==> config.mk <==
export PLATFORM = sky130hd
export DESIGN_NAME = indexed_list_engine
export DESIGN_NICKNAME = d
export VERILOG_FILES = /design/src/rtl/ile_pkg.sv /design/src/rtl/ile_ram.sv /design/src/rtl/ile_seq.sv /design/src/rtl/indexed_list_engine.sv
export SDC_FILE = /design/constraint.sdc
export NUM_CORES = 1
export LEC_CHECK = 0
export BUFFER_PORTS_ARGS = -buffer_cell sky130_fd_sc_hd__buf_2
export CORE_MARGIN = 8
export CORE_UTILIZATION = 50
export CTS_BUF_LIST = sky130_fd_sc_hd__clkbuf_8
export DETAILED_ROUTE_END_ITERATION = 10
export GPL_ROUTABILITY_DRIVEN = 0
export GPL_TIMING_DRIVEN = 0
export PLACE_DENSITY = 0.75
export SYNTH_ARGS = -nofsm -noshare
export SYNTH_HDL_FRONTEND = slang
export SYNTH_HIERARCHICAL = 1
export SYNTH_SLANG_ARGS = --single-unit
==> constraint.sdc <==
create_clock -name clock -period 4.5 [get_ports clock]
set_clock_uncertainty 0.2 [all_clocks]
set_input_delay 0.675 -clock clock [delete_from_list [all_inputs] [get_ports clock]]
set_output_delay 0.675 -clock clock [all_outputs]
set_load 0.01 [all_outputs]
==> src/rtl/ile_pkg.sv <==
// Package for the indexed list engine: transaction payload types,
// operation and status codes, and sequencer state types. No dependencies.
package ile_pkg;

   localparam int VALUE_BITS = 32;

   localparam logic [3:0] OP_INSERT  = 4'd0;
   localparam logic [3:0] OP_REPLACE = 4'd1;
   localparam logic [3:0] OP_DELETE  = 4'd2;
   localparam logic [3:0] OP_TAKE    = 4'd3;
   localparam logic [3:0] OP_PUSH    = 4'd4;
   localparam logic [3:0] OP_POP     = 4'd5;
   localparam logic [3:0] OP_FIND    = 4'd6;
   localparam logic [3:0] OP_READ    = 4'd7;
   localparam logic [3:0] OP_CLEAR   = 4'd8;

   localparam logic [1:0] STATUS_OK    = 2'd0;
   localparam logic [1:0] STATUS_FULL  = 2'd1;
   localparam logic [1:0] STATUS_EMPTY = 2'd2;
   localparam logic [1:0] STATUS_RANGE = 2'd3;

   typedef struct packed {
      logic [3:0]            operation;
      logic [3:0]            position;
      logic [VALUE_BITS-1:0] value_in;
   } req_type;

   typedef struct packed {
      logic [VALUE_BITS-1:0] value_out;
      logic [3:0]            match_index;
      logic                  hit;
      logic [4:0]            entry_count;
      logic [1:0]            status;
   } rsp_type;

   typedef enum logic [2:0] {
      S_IDLE,
      S_SWEEP,
      S_FLUSH,
      S_PUT,
      S_DONE
   } seq_state_type;

   typedef enum logic [1:0] {
      MODE_UP,
      MODE_DOWN,
      MODE_FIND,
      MODE_READ
   } mode_type;

endpackage

==> src/rtl/ile_ram.sv <==
// Generic simple dual-port RAM with one write port and a registered read port.
// No dependencies.
module ile_ram #(
   parameter int WIDTH = 32,
   parameter int DEPTH = 16
) (
   input  logic                     clock,
   input  logic                     wr_en,
   input  logic [$clog2(DEPTH)-1:0] wr_addr,
   input  logic [WIDTH-1:0]         wr_data,
   input  logic [$clog2(DEPTH)-1:0] rd_addr,
   output logic [WIDTH-1:0]         rd_data
);

   logic [WIDTH-1:0] mem_ff [DEPTH];
   logic [WIDTH-1:0] rd_data_ff;

   always_ff @(posedge clock) begin
      if (wr_en) begin
         mem_ff[wr_addr] <= wr_data;
      end
      rd_data_ff <= mem_ff[rd_addr];
   end

   assign rd_data = rd_data_ff;

endmodule

==> src/rtl/ile_seq.sv <==
// Sequencer of the indexed list engine: decodes a request, sweeps the entry
// RAM one read per cycle to shift, scan or fetch, and holds the result.
// Depends on ile_pkg.
module ile_seq #(
   parameter int DEPTH     = 16,
   parameter int WORD_BITS = 32
) (
   input  logic                     clock,
   input  logic                     reset,
   input  logic                     req_valid,
   output logic                     req_ready,
   input  ile_pkg::req_type         req_payload,
   output logic                     res_valid,
   input  logic                     res_ready,
   output ile_pkg::rsp_type         res_payload,
   output logic                     ram_wr_en,
   output logic [$clog2(DEPTH)-1:0] ram_wr_addr,
   output logic [WORD_BITS-1:0]     ram_wr_data,
   output logic [$clog2(DEPTH)-1:0] ram_rd_addr,
   input  logic [WORD_BITS-1:0]     ram_rd_data
);

   localparam int AW  = $clog2(DEPTH);
   localparam int CW  = $clog2(DEPTH + 1);
   localparam int PCW = (CW > 4) ? CW : 4;
   localparam int VB  = (WORD_BITS < ile_pkg::VALUE_BITS) ? WORD_BITS : ile_pkg::VALUE_BITS;

   ile_pkg::seq_state_type state_ff, state_in;
   ile_pkg::mode_type      mode_ff, mode_in;
   logic [AW-1:0]          idx_ff, idx_in;
   logic [AW-1:0]          last_ff, last_in;
   logic [AW-1:0]          p_ff, p_in;
   logic [WORD_BITS-1:0]   val_ff, val_in;
   logic [CW-1:0]          cnt_ff, cnt_in;
   logic                   rv_ff, rv_in;
   logic [AW-1:0]          ra_ff, ra_in;
   logic [WORD_BITS-1:0]   vout_ff, vout_in;
   logic [AW-1:0]          midx_ff, midx_in;
   logic                   hit_ff, hit_in;
   logic [1:0]             status_ff, status_in;

   logic                   in_range;
   logic                   full;
   logic                   empty;
   logic [AW-1:0]          last_idx;
   logic [AW-1:0]          pos_idx;
   logic [AW-1:0]          end_idx;

   assign in_range = PCW'(req_payload.position) < PCW'(cnt_ff);
   assign full     = cnt_ff == CW'(DEPTH);
   assign empty    = cnt_ff == '0;
   assign last_idx = AW'(cnt_ff - CW'(1));
   assign pos_idx  = AW'(req_payload.position);
   assign end_idx  = AW'(cnt_ff);

   always_ff @(posedge clock) begin
      if (reset) begin
         state_ff <= ile_pkg::S_IDLE;
         cnt_ff   <= '0;
         rv_ff    <= 1'b0;
      end else begin
         state_ff <= state_in;
         cnt_ff   <= cnt_in;
         rv_ff    <= rv_in;
      end
   end

   always_ff @(posedge clock) begin
      mode_ff   <= mode_in;
      idx_ff    <= idx_in;
      last_ff   <= last_in;
      p_ff      <= p_in;
      val_ff    <= val_in;
      ra_ff     <= ra_in;
      vout_ff   <= vout_in;
      midx_ff   <= midx_in;
      hit_ff    <= hit_in;
      status_ff <= status_in;
   end

   always_comb begin
      state_in    = state_ff;
      mode_in     = mode_ff;
      idx_in      = idx_ff;
      last_in     = last_ff;
      p_in        = p_ff;
      val_in      = val_ff;
      cnt_in      = cnt_ff;
      rv_in       = 1'b0;
      ra_in       = ra_ff;
      vout_in     = vout_ff;
      midx_in     = midx_ff;
      hit_in      = hit_ff;
      status_in   = status_ff;
      req_ready   = 1'b0;
      res_valid   = 1'b0;
      ram_wr_en   = 1'b0;
      ram_wr_addr = p_ff;
      ram_wr_data = val_ff;
      ram_rd_addr = idx_ff;

      // Read data returns in the cycle after its address was issued.
      if (rv_ff) begin
         case (mode_ff)
            ile_pkg::MODE_UP: begin
               ram_wr_en   = 1'b1;
               ram_wr_addr = AW'(ra_ff + AW'(1));
               ram_wr_data = ram_rd_data;
            end
            ile_pkg::MODE_DOWN: begin
               if (ra_ff == p_ff) begin
                  vout_in = ram_rd_data;
               end else begin
                  ram_wr_en   = 1'b1;
                  ram_wr_addr = AW'(ra_ff - AW'(1));
                  ram_wr_data = ram_rd_data;
               end
            end
            ile_pkg::MODE_FIND: begin
               if (!hit_ff && ram_rd_data == val_ff) begin
                  hit_in  = 1'b1;
                  midx_in = ra_ff;
               end
            end
            ile_pkg::MODE_READ: begin
               vout_in = ram_rd_data;
            end
            default: begin
            end
         endcase
      end

      case (state_ff)
         ile_pkg::S_IDLE: begin
            req_ready = 1'b1;
            if (req_valid) begin
               val_in    = WORD_BITS'(req_payload.value_in[VB-1:0]);
               vout_in   = '0;
               midx_in   = '0;
               hit_in    = 1'b0;
               status_in = ile_pkg::STATUS_OK;
               state_in  = ile_pkg::S_DONE;
               case (req_payload.operation)
                  ile_pkg::OP_INSERT: begin
                     if (full) begin
                        status_in = ile_pkg::STATUS_FULL;
                     end else begin
                        cnt_in = cnt_ff + CW'(1);
                        if (in_range) begin
                           p_in     = pos_idx;
                           mode_in  = ile_pkg::MODE_UP;
                           idx_in   = last_idx;
                           last_in  = pos_idx;
                           state_in = ile_pkg::S_SWEEP;
                        end else begin
                           p_in     = end_idx;
                           state_in = ile_pkg::S_PUT;
                        end
                     end
                  end
                  ile_pkg::OP_REPLACE: begin
                     if (in_range) begin
                        p_in     = pos_idx;
                        state_in = ile_pkg::S_PUT;
                     end else if (full) begin
                        status_in = ile_pkg::STATUS_FULL;
                     end else begin
                        cnt_in   = cnt_ff + CW'(1);
                        p_in     = end_idx;
                        state_in = ile_pkg::S_PUT;
                     end
                  end
                  ile_pkg::OP_DELETE: begin
                     if (empty) begin
                        status_in = ile_pkg::STATUS_EMPTY;
                     end else if (!in_range) begin
                        status_in = ile_pkg::STATUS_RANGE;
                     end else begin
                        cnt_in   = cnt_ff - CW'(1);
                        p_in     = pos_idx;
                        mode_in  = ile_pkg::MODE_DOWN;
                        idx_in   = pos_idx;
                        last_in  = last_idx;
                        state_in = ile_pkg::S_SWEEP;
                     end
                  end
                  ile_pkg::OP_TAKE: begin
                     if (empty) begin
                        status_in = ile_pkg::STATUS_EMPTY;
                     end else begin
                        cnt_in   = cnt_ff - CW'(1);
                        hit_in   = 1'b1;
                        p_in     = in_range ? pos_idx : last_idx;
                        mode_in  = ile_pkg::MODE_DOWN;
                        idx_in   = in_range ? pos_idx : last_idx;
                        last_in  = last_idx;
                        state_in = ile_pkg::S_SWEEP;
                     end
                  end
                  ile_pkg::OP_PUSH: begin
                     if (full) begin
                        status_in = ile_pkg::STATUS_FULL;
                     end else begin
                        cnt_in = cnt_ff + CW'(1);
                        p_in   = '0;
                        if (empty) begin
                           state_in = ile_pkg::S_PUT;
                        end else begin
                           mode_in  = ile_pkg::MODE_UP;
                           idx_in   = last_idx;
                           last_in  = '0;
                           state_in = ile_pkg::S_SWEEP;
                        end
                     end
                  end
                  ile_pkg::OP_POP: begin
                     if (empty) begin
                        status_in = ile_pkg::STATUS_EMPTY;
                     end else begin
                        cnt_in   = cnt_ff - CW'(1);
                        hit_in   = 1'b1;
                        p_in     = '0;
                        mode_in  = ile_pkg::MODE_DOWN;
                        idx_in   = '0;
                        last_in  = last_idx;
                        state_in = ile_pkg::S_SWEEP;
                     end
                  end
                  ile_pkg::OP_FIND: begin
                     if (!empty) begin
                        mode_in  = ile_pkg::MODE_FIND;
                        idx_in   = '0;
                        last_in  = last_idx;
                        state_in = ile_pkg::S_SWEEP;
                     end
                  end
                  ile_pkg::OP_READ: begin
                     if (in_range) begin
                        hit_in   = 1'b1;
                        mode_in  = ile_pkg::MODE_READ;
                        idx_in   = pos_idx;
                        last_in  = pos_idx;
                        state_in = ile_pkg::S_SWEEP;
                     end else begin
                        status_in = ile_pkg::STATUS_RANGE;
                     end
                  end
                  ile_pkg::OP_CLEAR: begin
                     cnt_in = '0;
                  end
                  default: begin
                  end
               endcase
            end
         end
         ile_pkg::S_SWEEP: begin
            rv_in = 1'b1;
            ra_in = idx_ff;
            if (idx_ff == last_ff) begin
               state_in = ile_pkg::S_FLUSH;
            end else if (mode_ff == ile_pkg::MODE_UP) begin
               idx_in = AW'(idx_ff - AW'(1));
            end else begin
               idx_in = AW'(idx_ff + AW'(1));
            end
         end
         ile_pkg::S_FLUSH: begin
            state_in = (mode_ff == ile_pkg::MODE_UP) ? ile_pkg::S_PUT : ile_pkg::S_DONE;
         end
         ile_pkg::S_PUT: begin
            ram_wr_en   = 1'b1;
            ram_wr_addr = p_ff;
            ram_wr_data = val_ff;
            state_in    = ile_pkg::S_DONE;
         end
         ile_pkg::S_DONE: begin
            res_valid = 1'b1;
            if (res_ready) begin
               state_in = ile_pkg::S_IDLE;
            end
         end
         default: begin
            state_in = ile_pkg::S_IDLE;
         end
      endcase
   end

   always_comb begin
      res_payload.value_out   = hit_ff ? ile_pkg::VALUE_BITS'(vout_ff[VB-1:0]) : '0;
      res_payload.match_index = 4'(midx_ff);
      res_payload.hit         = hit_ff;
      res_payload.entry_count = 5'(cnt_ff);
      res_payload.status      = status_ff;
   end

endmodule

==> src/rtl/indexed_list_engine.sv <==
// Indexed list engine: entries live in one RAM with a registered read.
// A transaction passes the sequencer's idle and done states, plus a put state for a
// single-entry write, plus sweep and flush states for a sweep over n entries through the
// one RAM read port (insert at p: n = count - p, delete/take at p: n = count - p,
// find: n = count, read: 1). Results reach rsp through an output register.
// Synchronous reset empties the list and the output register; RAM contents are not cleared.
module indexed_list_engine #(
   parameter int DEPTH     = 16,
   parameter int WORD_BITS = 32
) (
   input  logic             clock,
   input  logic             reset,
   input  logic             req_valid,
   output logic             req_ready,
   input  ile_pkg::req_type req_payload,
   output logic             rsp_valid,
   input  logic             rsp_ready,
   output ile_pkg::rsp_type rsp_payload
);

   localparam int AW = $clog2(DEPTH);

   logic                 ram_wr_en;
   logic [AW-1:0]        ram_wr_addr;
   logic [WORD_BITS-1:0] ram_wr_data;
   logic [AW-1:0]        ram_rd_addr;
   logic [WORD_BITS-1:0] ram_rd_data;

   logic                 res_valid;
   logic                 res_ready;
   ile_pkg::rsp_type     res_payload;

   logic                 rsp_valid_ff, rsp_valid_in;
   ile_pkg::rsp_type     rsp_payload_ff, rsp_payload_in;

   ile_seq #(
      .DEPTH     (DEPTH),
      .WORD_BITS (WORD_BITS)
   ) u_seq (
      .clock       (clock),
      .reset       (reset),
      .req_valid   (req_valid),
      .req_ready   (req_ready),
      .req_payload (req_payload),
      .res_valid   (res_valid),
      .res_ready   (res_ready),
      .res_payload (res_payload),
      .ram_wr_en   (ram_wr_en),
      .ram_wr_addr (ram_wr_addr),
      .ram_wr_data (ram_wr_data),
      .ram_rd_addr (ram_rd_addr),
      .ram_rd_data (ram_rd_data)
   );

   ile_ram #(
      .WIDTH (WORD_BITS),
      .DEPTH (DEPTH)
   ) u_entries (
      .clock   (clock),
      .wr_en   (ram_wr_en),
      .wr_addr (ram_wr_addr),
      .wr_data (ram_wr_data),
      .rd_addr (ram_rd_addr),
      .rd_data (ram_rd_data)
   );

   assign res_ready = !rsp_valid_ff || rsp_ready;

   always_comb begin
      rsp_valid_in   = rsp_valid_ff;
      rsp_payload_in = rsp_payload_ff;
      if (res_valid && res_ready) begin
         rsp_valid_in   = 1'b1;
         rsp_payload_in = res_payload;
      end else if (rsp_ready) begin
         rsp_valid_in = 1'b0;
      end
   end

   always_ff @(posedge clock) begin
      if (reset) begin
         rsp_valid_ff <= 1'b0;
      end else begin
         rsp_valid_ff <= rsp_valid_in;
      end
   end

   always_ff @(posedge clock) begin
      rsp_payload_ff <= rsp_payload_in;
   end

   assign rsp_valid   = rsp_valid_ff;
   assign rsp_payload = rsp_payload_ff;

endmodule

# Yosys cells after proc, flatten, opt, wreduce, memory -nomap -nowiden
# Memory sizes are Yosys's and may differ from the RTL's. A register that Yosys moved wholly into a read port is not among the register bits.
# Cells that the tools add are included.
[word_totals] reg_bits=143 ramBits=512 in_bits=44 out_inout_bits=46 memories=1
[mem_list] name="u_entries.mem_ff" depth=16 word_bits=32 read_ports=1 rd_ports_with_merged_regs=1 write_ports=1 line="ile_ram.sv:15" rtl="logic [WIDTH-1:0] mem_ff [DEPTH];"
[classes] n_addsub=6 n_lt_le_gt_ge=1 n_eq_ne=45 muxes=101 n_reduce_logical=26
[op_table] op="two-way mux 32 bit" count=7
[op_table] op="one-hot mux 32 bit (2 select lines)" count=2
[op_table] op="two-way mux 4 bit" count=31
[op_table] op="one-hot mux 4 bit (6 select lines)" count=2
[op_table] op="two-way mux 3 bit" count=11
[op_table] op="== test 32 bit" count=1
[op_table] op="two-way mux 2 bit" count=15
[op_table] op="inequality test 2 bit, second input constant" count=13
[op_table] op="two-way mux 5 bit" count=5
[op_table] op="one-hot mux 5 bit (5 select lines)" count=1
[op_table] op="one-hot mux 4 bit (5 select lines)" count=1
[op_table] op="two-way mux 1 bit" count=18
[op_table] op="inequality test 3 bit, second input constant" count=6
[op_table] op="one-hot mux 3 bit (6 select lines)" count=1
[op_table] op="== test 4 x 3 -> 1 bit, second input constant" count=4
[op_table] op="one-hot mux 4 bit (2 select lines)" count=2
[op_table] op="one-hot mux 3 bit (5 select lines)" count=1
[op_table] op="one-hot mux 2 bit (6 select lines)" count=1
[op_table] op="AND reduction 12 bit" count=1
[op_table] op="nonzero test 6 bit" count=2
[op_table] op="AND reduction 11 bit" count=1
[op_table] op="one-hot mux 2 bit (5 select lines)" count=1
[op_table] op="AND reduction 10 bit" count=1
[op_table] op="nonzero test 5 bit" count=2
[op_table] op="33 further kinds" count=49

# Longest topological paths before layout
# Gate-level depths: netlist of the first run.
[logic_depth] ltp_word=7 mapped_depth=10 depth_no_buf=8

# Cells and area by module
# The synthesis of the first run kept the hierarchy.
[modules_own_cells] module="ile_ram" n_inst=1 cells_per_inst=838 area_each_um2=19854.0 seq_area_each_um2=16015.4
[modules_own_cells] module="ile_seq" n_inst=1 cells_per_inst=608 area_each_um2=5748.0 seq_area_each_um2=2482.4
[modules_own_cells] module="indexed_list_engine" n_inst=1 cells_per_inst=49 area_each_um2=1376.3 seq_area_each_um2=1341.3

# Least setup slack after synthesis of the first run
# OpenSTA, ideal clock, no wires.
[synth_timing] kind="reg2reg" startpoint="reg u_seq.mode_ff[1]" endpoint="mem u_entries.mem_ff[0][0] (enable)" arrival_time_ns=4.361 required_ns=3.839 slack_ns=-0.522 stages_incl_launch_ff=8 n_path_buf=1 synth_period_minus_slack_ns=5.022 path_cell_list="edfxtp_1 -> nand2b_1 -> a21oi_1 -> a21boi_2 -> buf_2 -> o21ai_0 -> or3b_2 -> nor3_1"
[synth_via] word_cells_on_any_way=10 cone_classes="1 x eq/ne; 8 x mux; 1 x reduce/logical"
[synth_lines] element="from (decl)" line="ile_seq.sv:29" rtl="ile_pkg::mode_type mode_ff, mode_in;"
[synth_lines] element="from (signal assigned)" line="ile_seq.sv:69" rtl="mode_ff <= mode_in;"
[synth_lines] element="== test 2 x 1 -> 1 bit / zero test 2 bit (equally long branches)" line="ile_seq.sv:104" rtl="case (mode_ff)"
[synth_lines] element="one-hot mux 4 bit (2 select lines) *" line="ile_seq.sv:104"
[synth_lines] element="two-way mux 4 bit *" line="ile_seq.sv:103" rtl="if (rv_ff) begin"
[synth_lines] element="two-way mux 4 bit *" line="ile_seq.sv:133" rtl="case (state_ff)"
[synth_lines] element="net ram_wr_addr[2]" line="indexed_list_engine.sv:24" rtl="logic [AW-1:0] ram_wr_addr;"
[synth_lines] element="to (decl)" line="ile_ram.sv:15"
# Mark *: on every way through the listed nets, which the timed path passes. The rest lies on a longest branch.

# Worst setup path after layout of the first run
[layout_timing] startpoint="reg u_seq.ra_ff[3]" endpoint="mem u_entries.mem_ff[12][15] (enable)"
[layout_via] word_cells_on_any_way=13 cone_classes="2 x add/sub; 1 x eq/ne; 10 x mux"
[layout_lines] element="from (decl)" line="ile_seq.sv:36" rtl="logic [AW-1:0] ra_ff, ra_in;"
[layout_lines] element="from (signal assigned)" line="ile_seq.sv:74" rtl="ra_ff <= ra_in;"
[layout_lines] element="== test 4 bit" line="ile_seq.sv:111" rtl="if (ra_ff == p_ff) begin"
[layout_lines] element="two-way mux 4 bit" line="ile_seq.sv:111"
[layout_lines] element="one-hot mux 4 bit (2 select lines)" line="ile_seq.sv:104"
[layout_lines] element="two-way mux 4 bit" line="ile_seq.sv:103"
[layout_lines] element="two-way mux 4 bit" line="ile_seq.sv:133"
[layout_lines] element="net ram_wr_addr[2]" line="indexed_list_engine.sv:24"
# The timed path passes the listed nets, and every way through them passes these cells.

==> results of run 1 <==
## worst max-delay path: stages, from the launching register on
cell and delay (ns):
edfxtp_1 0.49, xor2_1 0.23, nor4_4 0.48, a21boi_4 0.20, buf_2 0.33, o21ai_0 0.57
nand3_1 0.49, nor3_4 0.54, buf_8 0.24, buf_6 0.18, buf_6 0.16
## synthesized netlist by cell type (9+ instances only)
library cell,count
buf_4,12
buf_2,15
inv_1,20
buf_1,10
mux4_2,128
mux2i_1,9
mux2_2,34
clkbuf_1,42
edfxtp_1,608
ha_1,10
a21oi_1,56
nand2_1,123
nor3_1,13
o21ai_0,22
dfxtp_1,79
and2_1,34
a22oi_1,71
xor2_1,42
nor2_1,43
## layer usage
layer	vias to the layer above	GRT usage	part of all wire
met1	7920	0.283	0.38
met4	0	0.0980	0.044
met3	191	0.0489	0.11
met2	973	0.344	0.47
li1	6523	-	-
met5	-	0	0
## cell type report
cell class / count / area (sq um)
fill: 3885 / 22000
clock inverter: 70 / 334
clock buffer: 126 / 1730
tap: 696 / 871
buffer: 81 / 384
inverter: 21 / 83.8
sequential: 687 / 19800
timing repair buffer: 164 / 1490
multi-input combinational: 707 / 6820
## sequential cells by signal, summed over array words and instances, names as in the netlist, 4 cells and up
register,flops
rsp_payload,44
u_entries/rd_data,32
u_entries/mem_ff,512
u_seq/ram_rd_addr,4
u_seq/val_ff,32
u_seq/ra_ff,4
u_seq/p_ff,4
u_seq/last_ff,4
u_seq/vout_ff,32
u_seq/midx_ff,4
u_seq/cnt_ff,5
## power breakdown
| part | switching [mW] | internal [mW] | total, mW |
|---|---|---|---|
| sequential | 0.232 | 7.30 | 7.53 |
| combinational | 1.24 | 0.757 | 2.00 |
| clock | 2.34 | 2.64 | 4.98 |
| total | 3.81 | 10.7 | 14.5 |
## logic make-up (layout without fill, tap and decap cells)
| group | Yosys count | in the layout | synth area share |
|---|---|---|---|
| DFF | 687 | 687 | 0.735 |
| xor gates and xnor gates | 49 | 49 | 0.0159 |
| and+or+nand+nor | 266 | 267 | 0.0480 |
| AOI/OAI and AO/OA | 209 | 209 | 0.0537 |
| buffers and inverters | 102 | 462 | 0.0173 |
| adders and majority gates | 11 | 11 | 0.00538 |
| muxes | 171 | 171 | 0.124 |
## per-stage QoR
| step | hold WS (ns) | TNS (ns) |
|---|---|---|
| 5_1_grt | 0.0705 | 0 |
| 3_3_place_gp | 0.209 | -1072.53 |
| 4_1_cts | 0.0491 | 0 |
| 2_1_floorplan | 0.200 | -29.81 |
| 3_5_place_dp | 0.205 | -2.52 |
| 6_report | 0.0895 | 0 |
## timing repair
action                                  in CTS  in global routing
endpoints found under the hold margin       33                  0
gates cloned                                 1                  0
endpoints found under the setup margin      66                127
pin swaps                                    5                  4
buffers inserted                             8                  9
hold buffers                                33                  0
resized for setup                            2                  3
## how the worst max path moves through the flow
stage / to / slack, ns / start
6_report: u_entries/mem_ff[12][15] / 0.07 / u_seq/ra_ff[3]
2_1_floorplan: u_entries/mem_ff[12][0] / -0.31 / u_seq/mode_ff[1]
5_1_grt: u_entries/mem_ff[12][13] / 0.04 / u_seq/ra_ff[3]
3_3_place_gp: u_entries/mem_ff[8][13] / -3.73 / u_seq/mode_ff[1]
3_5_place_dp: u_entries/mem_ff[10][17] / -0.11 / u_seq/mode_ff[1]
4_1_cts: u_entries/mem_ff[10][30] / 0.06 / u_seq/mode_ff[1]
==> results.json, run 1 <==
{
  "status": "complete, no violations",
  "gr-total-overflow": 0,
  "cts-buffers-inserted": 106,
  "clkLatencyLatePin_ns": 0.69,
  "fin_cells": 2552,
  "synth_edf_count": 608,
  "peakVddDrop_v": 0.000278,
  "portBuffers": 87,
  "syn_nets": 1550,
  "post-place-ws_ns": -0.115,
  "rrSetupSlack_ns": 0.07,
  "synth.distinct_cells": 73,
  "drive_gt1_frac": 0.268,
  "drc": 0,
  "area_delta_synth_final_pct": 17.0,
  "cts_tree": "built",
  "arrival_ns": 4.62,
  "synth_top_area_share": 0.677,
  "hold_viol": 0,
  "timing.rr.end": "u_entries/mem_ff[12][15]",
  "crit_type": "flop to flop",
  "chipWidth_microns": 248,
  "fin_area_sq_um": 31600,
  "drtIter0Drc": 1903,
  "yosysWarnings": 6,
  "grt_max_degree": 45,
  "synth_area_leaders": "edfxtp_1 (68%), mux4_2 (11%), dfxtp_1 (5.9%)",
  "dp_hpwl_microns": 42100,
  "post-route-util": 0.589,
  "async_flop_share": 0,
  "clockRootBuffer": "clkbuf_8",
  "hold_end": "rsp_valid",
  "cap_violations": 0,
  "antenna_left": 0,
  "period_share": 0.985,
  "synth_area_sq_um": 27000,
  "r2r-start": "u_seq/ra_ff[3]",
  "clk_pin_slew_ns": 0.07,
  "worst_slack_ns": 0.0658,
  "slew_headroom": 0.326,
  "wirelength_microns": 66300,
  "avgViaCountPerCell": 6.12,
  "nets": 1823,
  "power.density_nw_per_um2": 460,
  "ys_seq_area_frac": 0.735,
  "io_pins": 90,
  "fmax_ghz": 0.226,
  "hold_depth": 3,
  "place_inst": 2305,
  "hp-start": "rsp_ready",
  "worst_pin_slew_ns": 1.01,
  "rsz0062_at_grt": "false",
  "worstRegToRegCells": 10,
  "die-area_sq_um": 61600,
  "synth_flop_cell": "edfxtp_1",
  "setup_violations": 0,
  "synth_top_cell_by_area": "edfxtp_1",
  "rows": 85,
  "cts.path.max_buffers": 3,
  "die_h_microns": 248,
  "h-tree-depth": 3,
  "grt_antenna_before_repair": 0,
  "slew_viol_final": 0,
  "power_mw": 14.5,
  "layout_commonest_cell": "edfxtp_1",
  "netlist_instances": 1495,
  "mostFrequentLayoutCells": "edfxtp_1 (608), mux4_2 (128), clkbuf_8 (126), nand2_1 (123), buf_2 (102)",
  "synth-seq-cells": 687,
  "track_usage": 0.216,
  "cp.required_ns": 4.68,
  "core-area_sq_um": 53600,
  "hold_path.class": "input pin to flop",
  "cts_sinks": 687,
  "critPathLaunchType": "flop",
  "first_pass_iters": 6,
  "grt_pass1_wl_microns": 97700,
  "endpoint_kind": "flop",
  "start_util": 0.503,
  "path_max_fanout": 10,
  "num_antenna_cells": 0,
  "syn_area_per_cell_sq_um": 18.0,
  "grt_pass1_vias": 15745,
  "dpl_cell_area_sq_um": 28900,
  "via_count": 15607,
  "leakagePower_nw": 10.7,
  "period_minus_slack_ns": 4.43,
  "wire_per_inst_microns": 26.0
}
(Power assumes the default switching activity.)
==> inputs of run 2 (changes only) <==
CORE_UTILIZATION = 58   (was 50)
MAX_ROUTING_LAYER = met4   (was not set)
PLACE_DENSITY = 0.84   (was 0.75)
==> run 2 against run 1 <==
Effect of this change: clock-buffer cell count shrank 10; non-clock buffer count grew 6; first-iteration DRC count grew 29%; cell count shrank 3.4%; clock power grew 4%; combinational power grew 3%; critical path depth is the same; sequential share of layout area grew 0.10 points; global-route usage grew 4.3 points; via count grew 2.9%; critical path type unchanged.
==> results.json, run 2 (same netlist as run 1, synthesis figures left out) <==
{
  "r2r-start": "u_seq/ra_ff[3]",
  "crit_type": "flop to flop",
  "clkLatencyLatePin_ns": 0.70,
  "hold_path.class": "input pin to flop",
  "chipWidth_microns": 232,
  "die_h_microns": 232,
  "endpoint_kind": "flop",
  "die-area_sq_um": 53700,
  "gr-total-overflow": 0,
  "period_share": 0.987,
  "setup_violations": 0,
  "layout_commonest_cell": "edfxtp_1",
  "via_count": 16059,
  "worst_pin_slew_ns": 1.10,
  "wire_per_inst_microns": 28.6,
  "avgViaCountPerCell": 6.51,
  "cp.required_ns": 4.67,
  "grt_max_degree": 45,
  "drc": 0,
  "worstRegToRegCells": 10,
  "drive_gt1_frac": 0.270,
  "post-place-ws_ns": -0.0561,
  "nets": 1826,
  "top_register": "u_entries/mem_ff",
  "cts_tree": "built",
  "start_util": 0.583,
  "path_max_fanout": 10,
  "h-tree-depth": 3,
  "hold_end": "rsp_valid",
  "worst_slack_ns": 0.0601,
  "leakagePower_nw": 10.8,
  "mostFrequentLayoutCells": "edfxtp_1 (608), mux4_2 (128), nand2_1 (123), clkbuf_8 (116), buf_2 (102)",
  "wirelength_microns": 70400,
  "cts-buffers-inserted": 103,
  "dp_hpwl_microns": 42900,
  "period_minus_slack_ns": 4.44,
  "cap_violations": 0,
  "largest_reg_flops": 512,
  "portBuffers": 87,
  "hold_viol": 0,
  "clk_pin_slew_ns": 0.08,
  "critPathLaunchType": "flop",
  "drtIter0Drc": 2464,
  "cts.path.max_buffers": 3,
  "area_delta_synth_final_pct": 16.8,
  "slew_viol_final": 0,
  "rrSetupSlack_ns": 0.06,
  "antenna_left": 0,
  "track_usage": 0.258,
  "arrival_ns": 4.61,
  "slew_headroom": 0.262,
  "power.density_nw_per_um2": 469,
  "fmax_ghz": 0.225,
  "clockRootBuffer": "clkbuf_8",
  "cts_sinks": 687,
  "fillCellCount": 2749,
  "grt_pass1_wl_microns": 99000,
  "grt_pass1_vias": 15911,
  "rows": 79,
  "hold_depth": 3,
  "rsz0062_at_grt": "false",
  "core-area_sq_um": 46300,
  "grt_antenna_before_repair": 1,
  "timing.rr.end": "u_entries/mem_ff[12][19]",
  "hp-start": "rsp_ready",
  "first_pass_iters": 6,
  "power_mw": 14.8,
  "io_pins": 90,
  "peakVddDrop_v": 0.000368,
  "status": "complete, no violations"
}
[run 2: worst max path at each step]
stage,startpoint,end,slack (ns),cells past startpoint
after floorplan,u_seq/mode_ff[1],u_entries/mem_ff[12][0],-0.31,6
after global routing,u_seq/ra_ff[3],u_entries/mem_ff[12][19],0.08,10
final,u_seq/ra_ff[3],u_entries/mem_ff[12][19],0.06,10
after global placement,u_seq/mode_ff[1],u_entries/mem_ff[12][19],-3.51,6
after CTS,u_seq/ra_ff[3],u_entries/mem_ff[4][10],-0.07,9
after detailed placement,u_seq/mode_ff[1],u_entries/mem_ff[8][14],-0.06,9
[run 2: through the flow]
stage / cells / area, sq um / hold WS (ns) / TNS [ns] / util
2_1_floorplan: 1495 / 27000 / 0.200 / -29.81 / -
3_3_place_gp: 2189 / 28200 / 0.205 / -984.62 / 0.609
3_5_place_dp: 2215 / 28800 / 0.213 / -1.06 / 0.622
4_1_cts: 2442 / 31300 / 0.0315 / -1.88 / 0.676
5_1_grt: 2465 / 31500 / 0.0538 / 0 / 0.681
6_report: 2465 / 31500 / 0.0701 / 0 / 0.681
[run 2: final cells by class]
class,count,area (sq um),area share
Clock inverter,75,490,0.0156
Timing Repair Buffer,170,1520,0.0483
Sequential cell,687,19800,0.630
Clock buffer,116,1600,0.0507
Antenna cell,1,2.50,0.0000794
Multi-Input combinational cell,707,6830,0.217
Inverter,21,83.8,0.00266
Tap cell,607,759,0.0241
Buffer,81,384,0.0122
[run 2: what timing repair did]
action / in CTS / in global routing
hold endpoints to repair: 33 / 0
pin swaps: 4 / 9
buffers inserted: 3 / 21
hold buffers: 33 / 0
resized for setup: 2 / 4
endpoints found under the setup margin: 75 / 249
cloned: 0 / 1
[run 2: layer usage]
layer	GRT usage	part of all wire	up-vias
met3	0.0584	0.13	270
met1	0.322	0.34	7928
met5	-	0	-
met2	0.407	0.49	1343
met4	0.114	0.047	0
li1	-	-	6518
[run 2: critical path, cell delays in order, from the launching register on]
cell	delay, ns
edfxtp_1	0.49
xor2_1	0.23
nor4_4	0.52
a21boi_4	0.22
buf_2	0.31
o21ai_0	0.59
nand3_1	0.56
nor3_4	0.41
buf_8	0.21
buf_6	0.18
buf_6	0.18
[run 2: where the power goes]
part	switching [mW]	internal [mW]
Combinational	1.30	0.758
Clock	2.41	2.76
Sequential	0.239	7.30
==> inputs of run 3 (changes only) <==
SYNTH_HIERARCHICAL = not set   (was 1)
==> run 3 against run 2 <==
Effect of this change: largest power group unchanged; clock-buffer cell count is 4 higher; synthesized cell count is 3.1% lower; critical path type unchanged; global-route usage is 0.099 points lower; sequential power is 4.2% lower; via count is 4.7% lower; sequential cell count stayed put; largest cell class unchanged; wire length is 5.4% lower; cell count is 3.1% lower; total power is 9.9% lower.
==> results.json, run 3 <==
{
  "clockRootBuffer": "clkbuf_8",
  "grt_pass1_vias": 15601,
  "track_usage": 0.257,
  "grt_pass1_wl_microns": 98700,
  "netSwitchingFraction": 0.235,
  "synth-seq-cells": 687,
  "drc": 0,
  "syn_area_per_cell_sq_um": 18.7,
  "slew_viol_final": 0,
  "period_minus_slack_ns": 4.14,
  "hold_viol": 0,
  "rsz0062_at_grt": "false",
  "clkLatencyLatePin_ns": 0.70,
  "p_int_mw": 10.2,
  "dp_hpwl_microns": 42500,
  "period_share": 0.920,
  "rows": 79,
  "cts_sinks": 687,
  "fin_cells": 2388,
  "ctsHoldBuffers": 32,
  "post_cts_buffers": 0,
  "cts.path.max_buffers": 3,
  "synth_edf_count": 608,
  "mostFrequentLayoutCells": "edfxtp_1 (608), mux4_2 (160), clkbuf_8 (120), buf_2 (100), nand2_1 (95)",
  "synth.area.mux_share": 0.147,
  "peakVddDrop_v": 0.000279,
  "grt_antenna_before_repair": 1,
  "grt_max_degree": 26,
  "fmax_ghz": 0.241,
  "chipWidth_microns": 232,
  "synth_top_area_share": 0.675,
  "netlist_instances": 1449,
  "worst_pin_slew_ns": 1.22,
  "syn_nets": 1504,
  "p_sw_mw": 3.12,
  "fillCellCount": 2827,
  "synth-xor-area-share": 0.0142,
  "power.density_nw_per_um2": 426,
  "area_delta_synth_final_pct": 15.4,
  "antenna_left": 0,
  "synthTopCellsByCount": "edfxtp_1 (608), mux4_2 (160), nand2_1 (95)",
  "yosysWarnings": 0,
  "synth-compound-area-share": 0.0353,
  "start_util": 0.585,
  "synth_area_leaders": "edfxtp_1 (67%), mux4_2 (13%), dfxtp_1 (5.8%)",
  "via_count": 15298,
  "wirelength_microns": 66700,
  "io_pins": 90,
  "ys_seq_area_frac": 0.733,
  "synth_top_family_by_area": "multiplexers",
  "portBuffers": 87,
  "cap_violations": 0,
  "synthAdderAreaFrac": 0.00536,
  "synth_flop_cell": "edfxtp_1",
  "core-area_sq_um": 46300,
  "drtIter0Drc": 2301,
  "cp.required_ns": 4.67,
  "setup_violations": 0,
  "cts-buffers-inserted": 104,
  "cts_tree": "built",
  "h-tree-depth": 3,
  "avgViaCountPerCell": 6.41,
  "hold_path.class": "input pin to flop",
  "dpl_cell_area_sq_um": 28800,
  "yosysMostFrequentCell": "edfxtp_1",
  "synth.distinct_cells": 78,
  "synth_area_sq_um": 27100,
  "die-area_sq_um": 53800,
  "wire_per_inst_microns": 27.9,
  "slew_headroom": 0.187,
  "gr-total-overflow": 0,
  "largest_reg_flops": 512,
  "leakagePower_nw": 10.3,
  "top_register": "u_entries.mem_ff",
  "first_pass_iters": 7,
  "crit_type": "flop to flop",
  "drive_gt1_frac": 0.274,
  "cts.repair.resized": 0,
  "status": "complete, no violations",
  "critPathLaunchType": "flop",
  "synth_top_cell_by_area": "edfxtp_1",
  "nets": 1747,
  "endpoint_kind": "flop",
  "fin_area_sq_um": 31200,
  "async_flop_share": 0,
  "die_h_microns": 232,
  "yosys.area_share.simple": 0.0497,
  "path_max_fanout": 18,
  "layout_commonest_cell": "edfxtp_1",
  "clk_pin_slew_ns": 0.06,
  "pwr-share-seq": 0.543,
  "arrival_ns": 4.32,
  "comb_power_share": 0.076,
  "place_inst": 2161,
  "clock_power_share": 0.382
}
run 3: changes by cell type after synthesis, moves of 5 or more:
cell,change
a21oi_1,+6
nor2b_1,+5
mux4_2,+32
xor2_1,-31
buf_4,-12
nand2_1,-28
mux2i_1,-5
mux2_2,-5
a22oi_1,-59
xnor2_1,+26
run 3: critical path, stage by stage (launching register included):
cell and delay, ns:
edfxtp_1 0.51, xor2_1 0.20, nor4_2 0.67, a21oi_1 0.30
buf_2 0.30, nor3b_1 0.23, o21bai_1 0.32, nor2_4 0.82
buf_16 0.26
run 3: cells by family after synthesis:
| logic type | after synthesis |
|---|---|
| adder cells (fa/ha/maj) | 11 |
| flip-flops | 687 |
| XOR/XNOR | 44 |
| AND/OR/NAND/NOR | 265 |
| multiplexers | 193 |
| buffers and inverters | 97 |
| AO/OA/AOI/OAI | 152 |
run 3: power groups by stage:
| stage | clock network, mW | logic, mW | registers, mW |
|---|---|---|---|
| 3_3_place_gp | 0 | 0.903 | 7.35 |
| 3_5_place_dp | 0 | 0.964 | 7.35 |
| 6_report | 5.08 | 1.00 | 7.22 |
| 4_1_cts | 5.11 | 0.994 | 7.22 |
| 5_1_grt | 5.39 | 1.07 | 7.22 |
| 2_1_floorplan | 0 | 0.618 | 7.31 |
run 3: final cells by class:
class	count	area, sq um	share of cell area
antenna	1	2.50	0.0000802
buffer	74	334	0.0107
clock buffer	120	1650	0.0529
clock inverter	74	434	0.0139
inverter	23	87.6	0.00281
multi-input combinational	665	6930	0.222
sequential	687	19800	0.635
tap	607	759	0.0243
timing repair buffer	137	1180	0.0379
run 3: path summary, 6_finish.rpt:
path	end	slack (ns)	cells after the start	start
max	u_entries.mem_ff[1][0]	0.36	8	u_seq.p_ff[1]
min	rsp_valid	0.11	3	rsp_ready
max reg2reg	u_entries.mem_ff[1][0]	0.36	8	u_seq.p_ff[1]
min reg2reg	rsp_payload[0]	0.22	0	u_seq.status_ff[0]
run 3: stage by stage:
stage / power (mW) / util / hold WS (ns) / TNS, ns / setup WS, ns
6_report: 13.3 / 0.675 / 0.108 / 0 / 0.358
5_1_grt: 13.7 / 0.675 / 0.127 / 0 / 0.154
4_1_cts: 13.3 / 0.675 / 0.0688 / 0 / 0.432
3_5_place_dp: 8.31 / 0.623 / 0.210 / 0 / 0.523
3_3_place_gp: 8.25 / 0.611 / 0.205 / -570.50 / -1.25
2_1_floorplan: 7.93 / - / 0.200 / 0 / 0.632
run 3: metal layers:
metal	track usage	wire [microns]	vias up
met1	0.317	24000	7696
met2	0.409	32800	1091
met4	0.115	2790	0
li1	-	-	6307
met5	-	0	-
met3	0.0585	7070	204
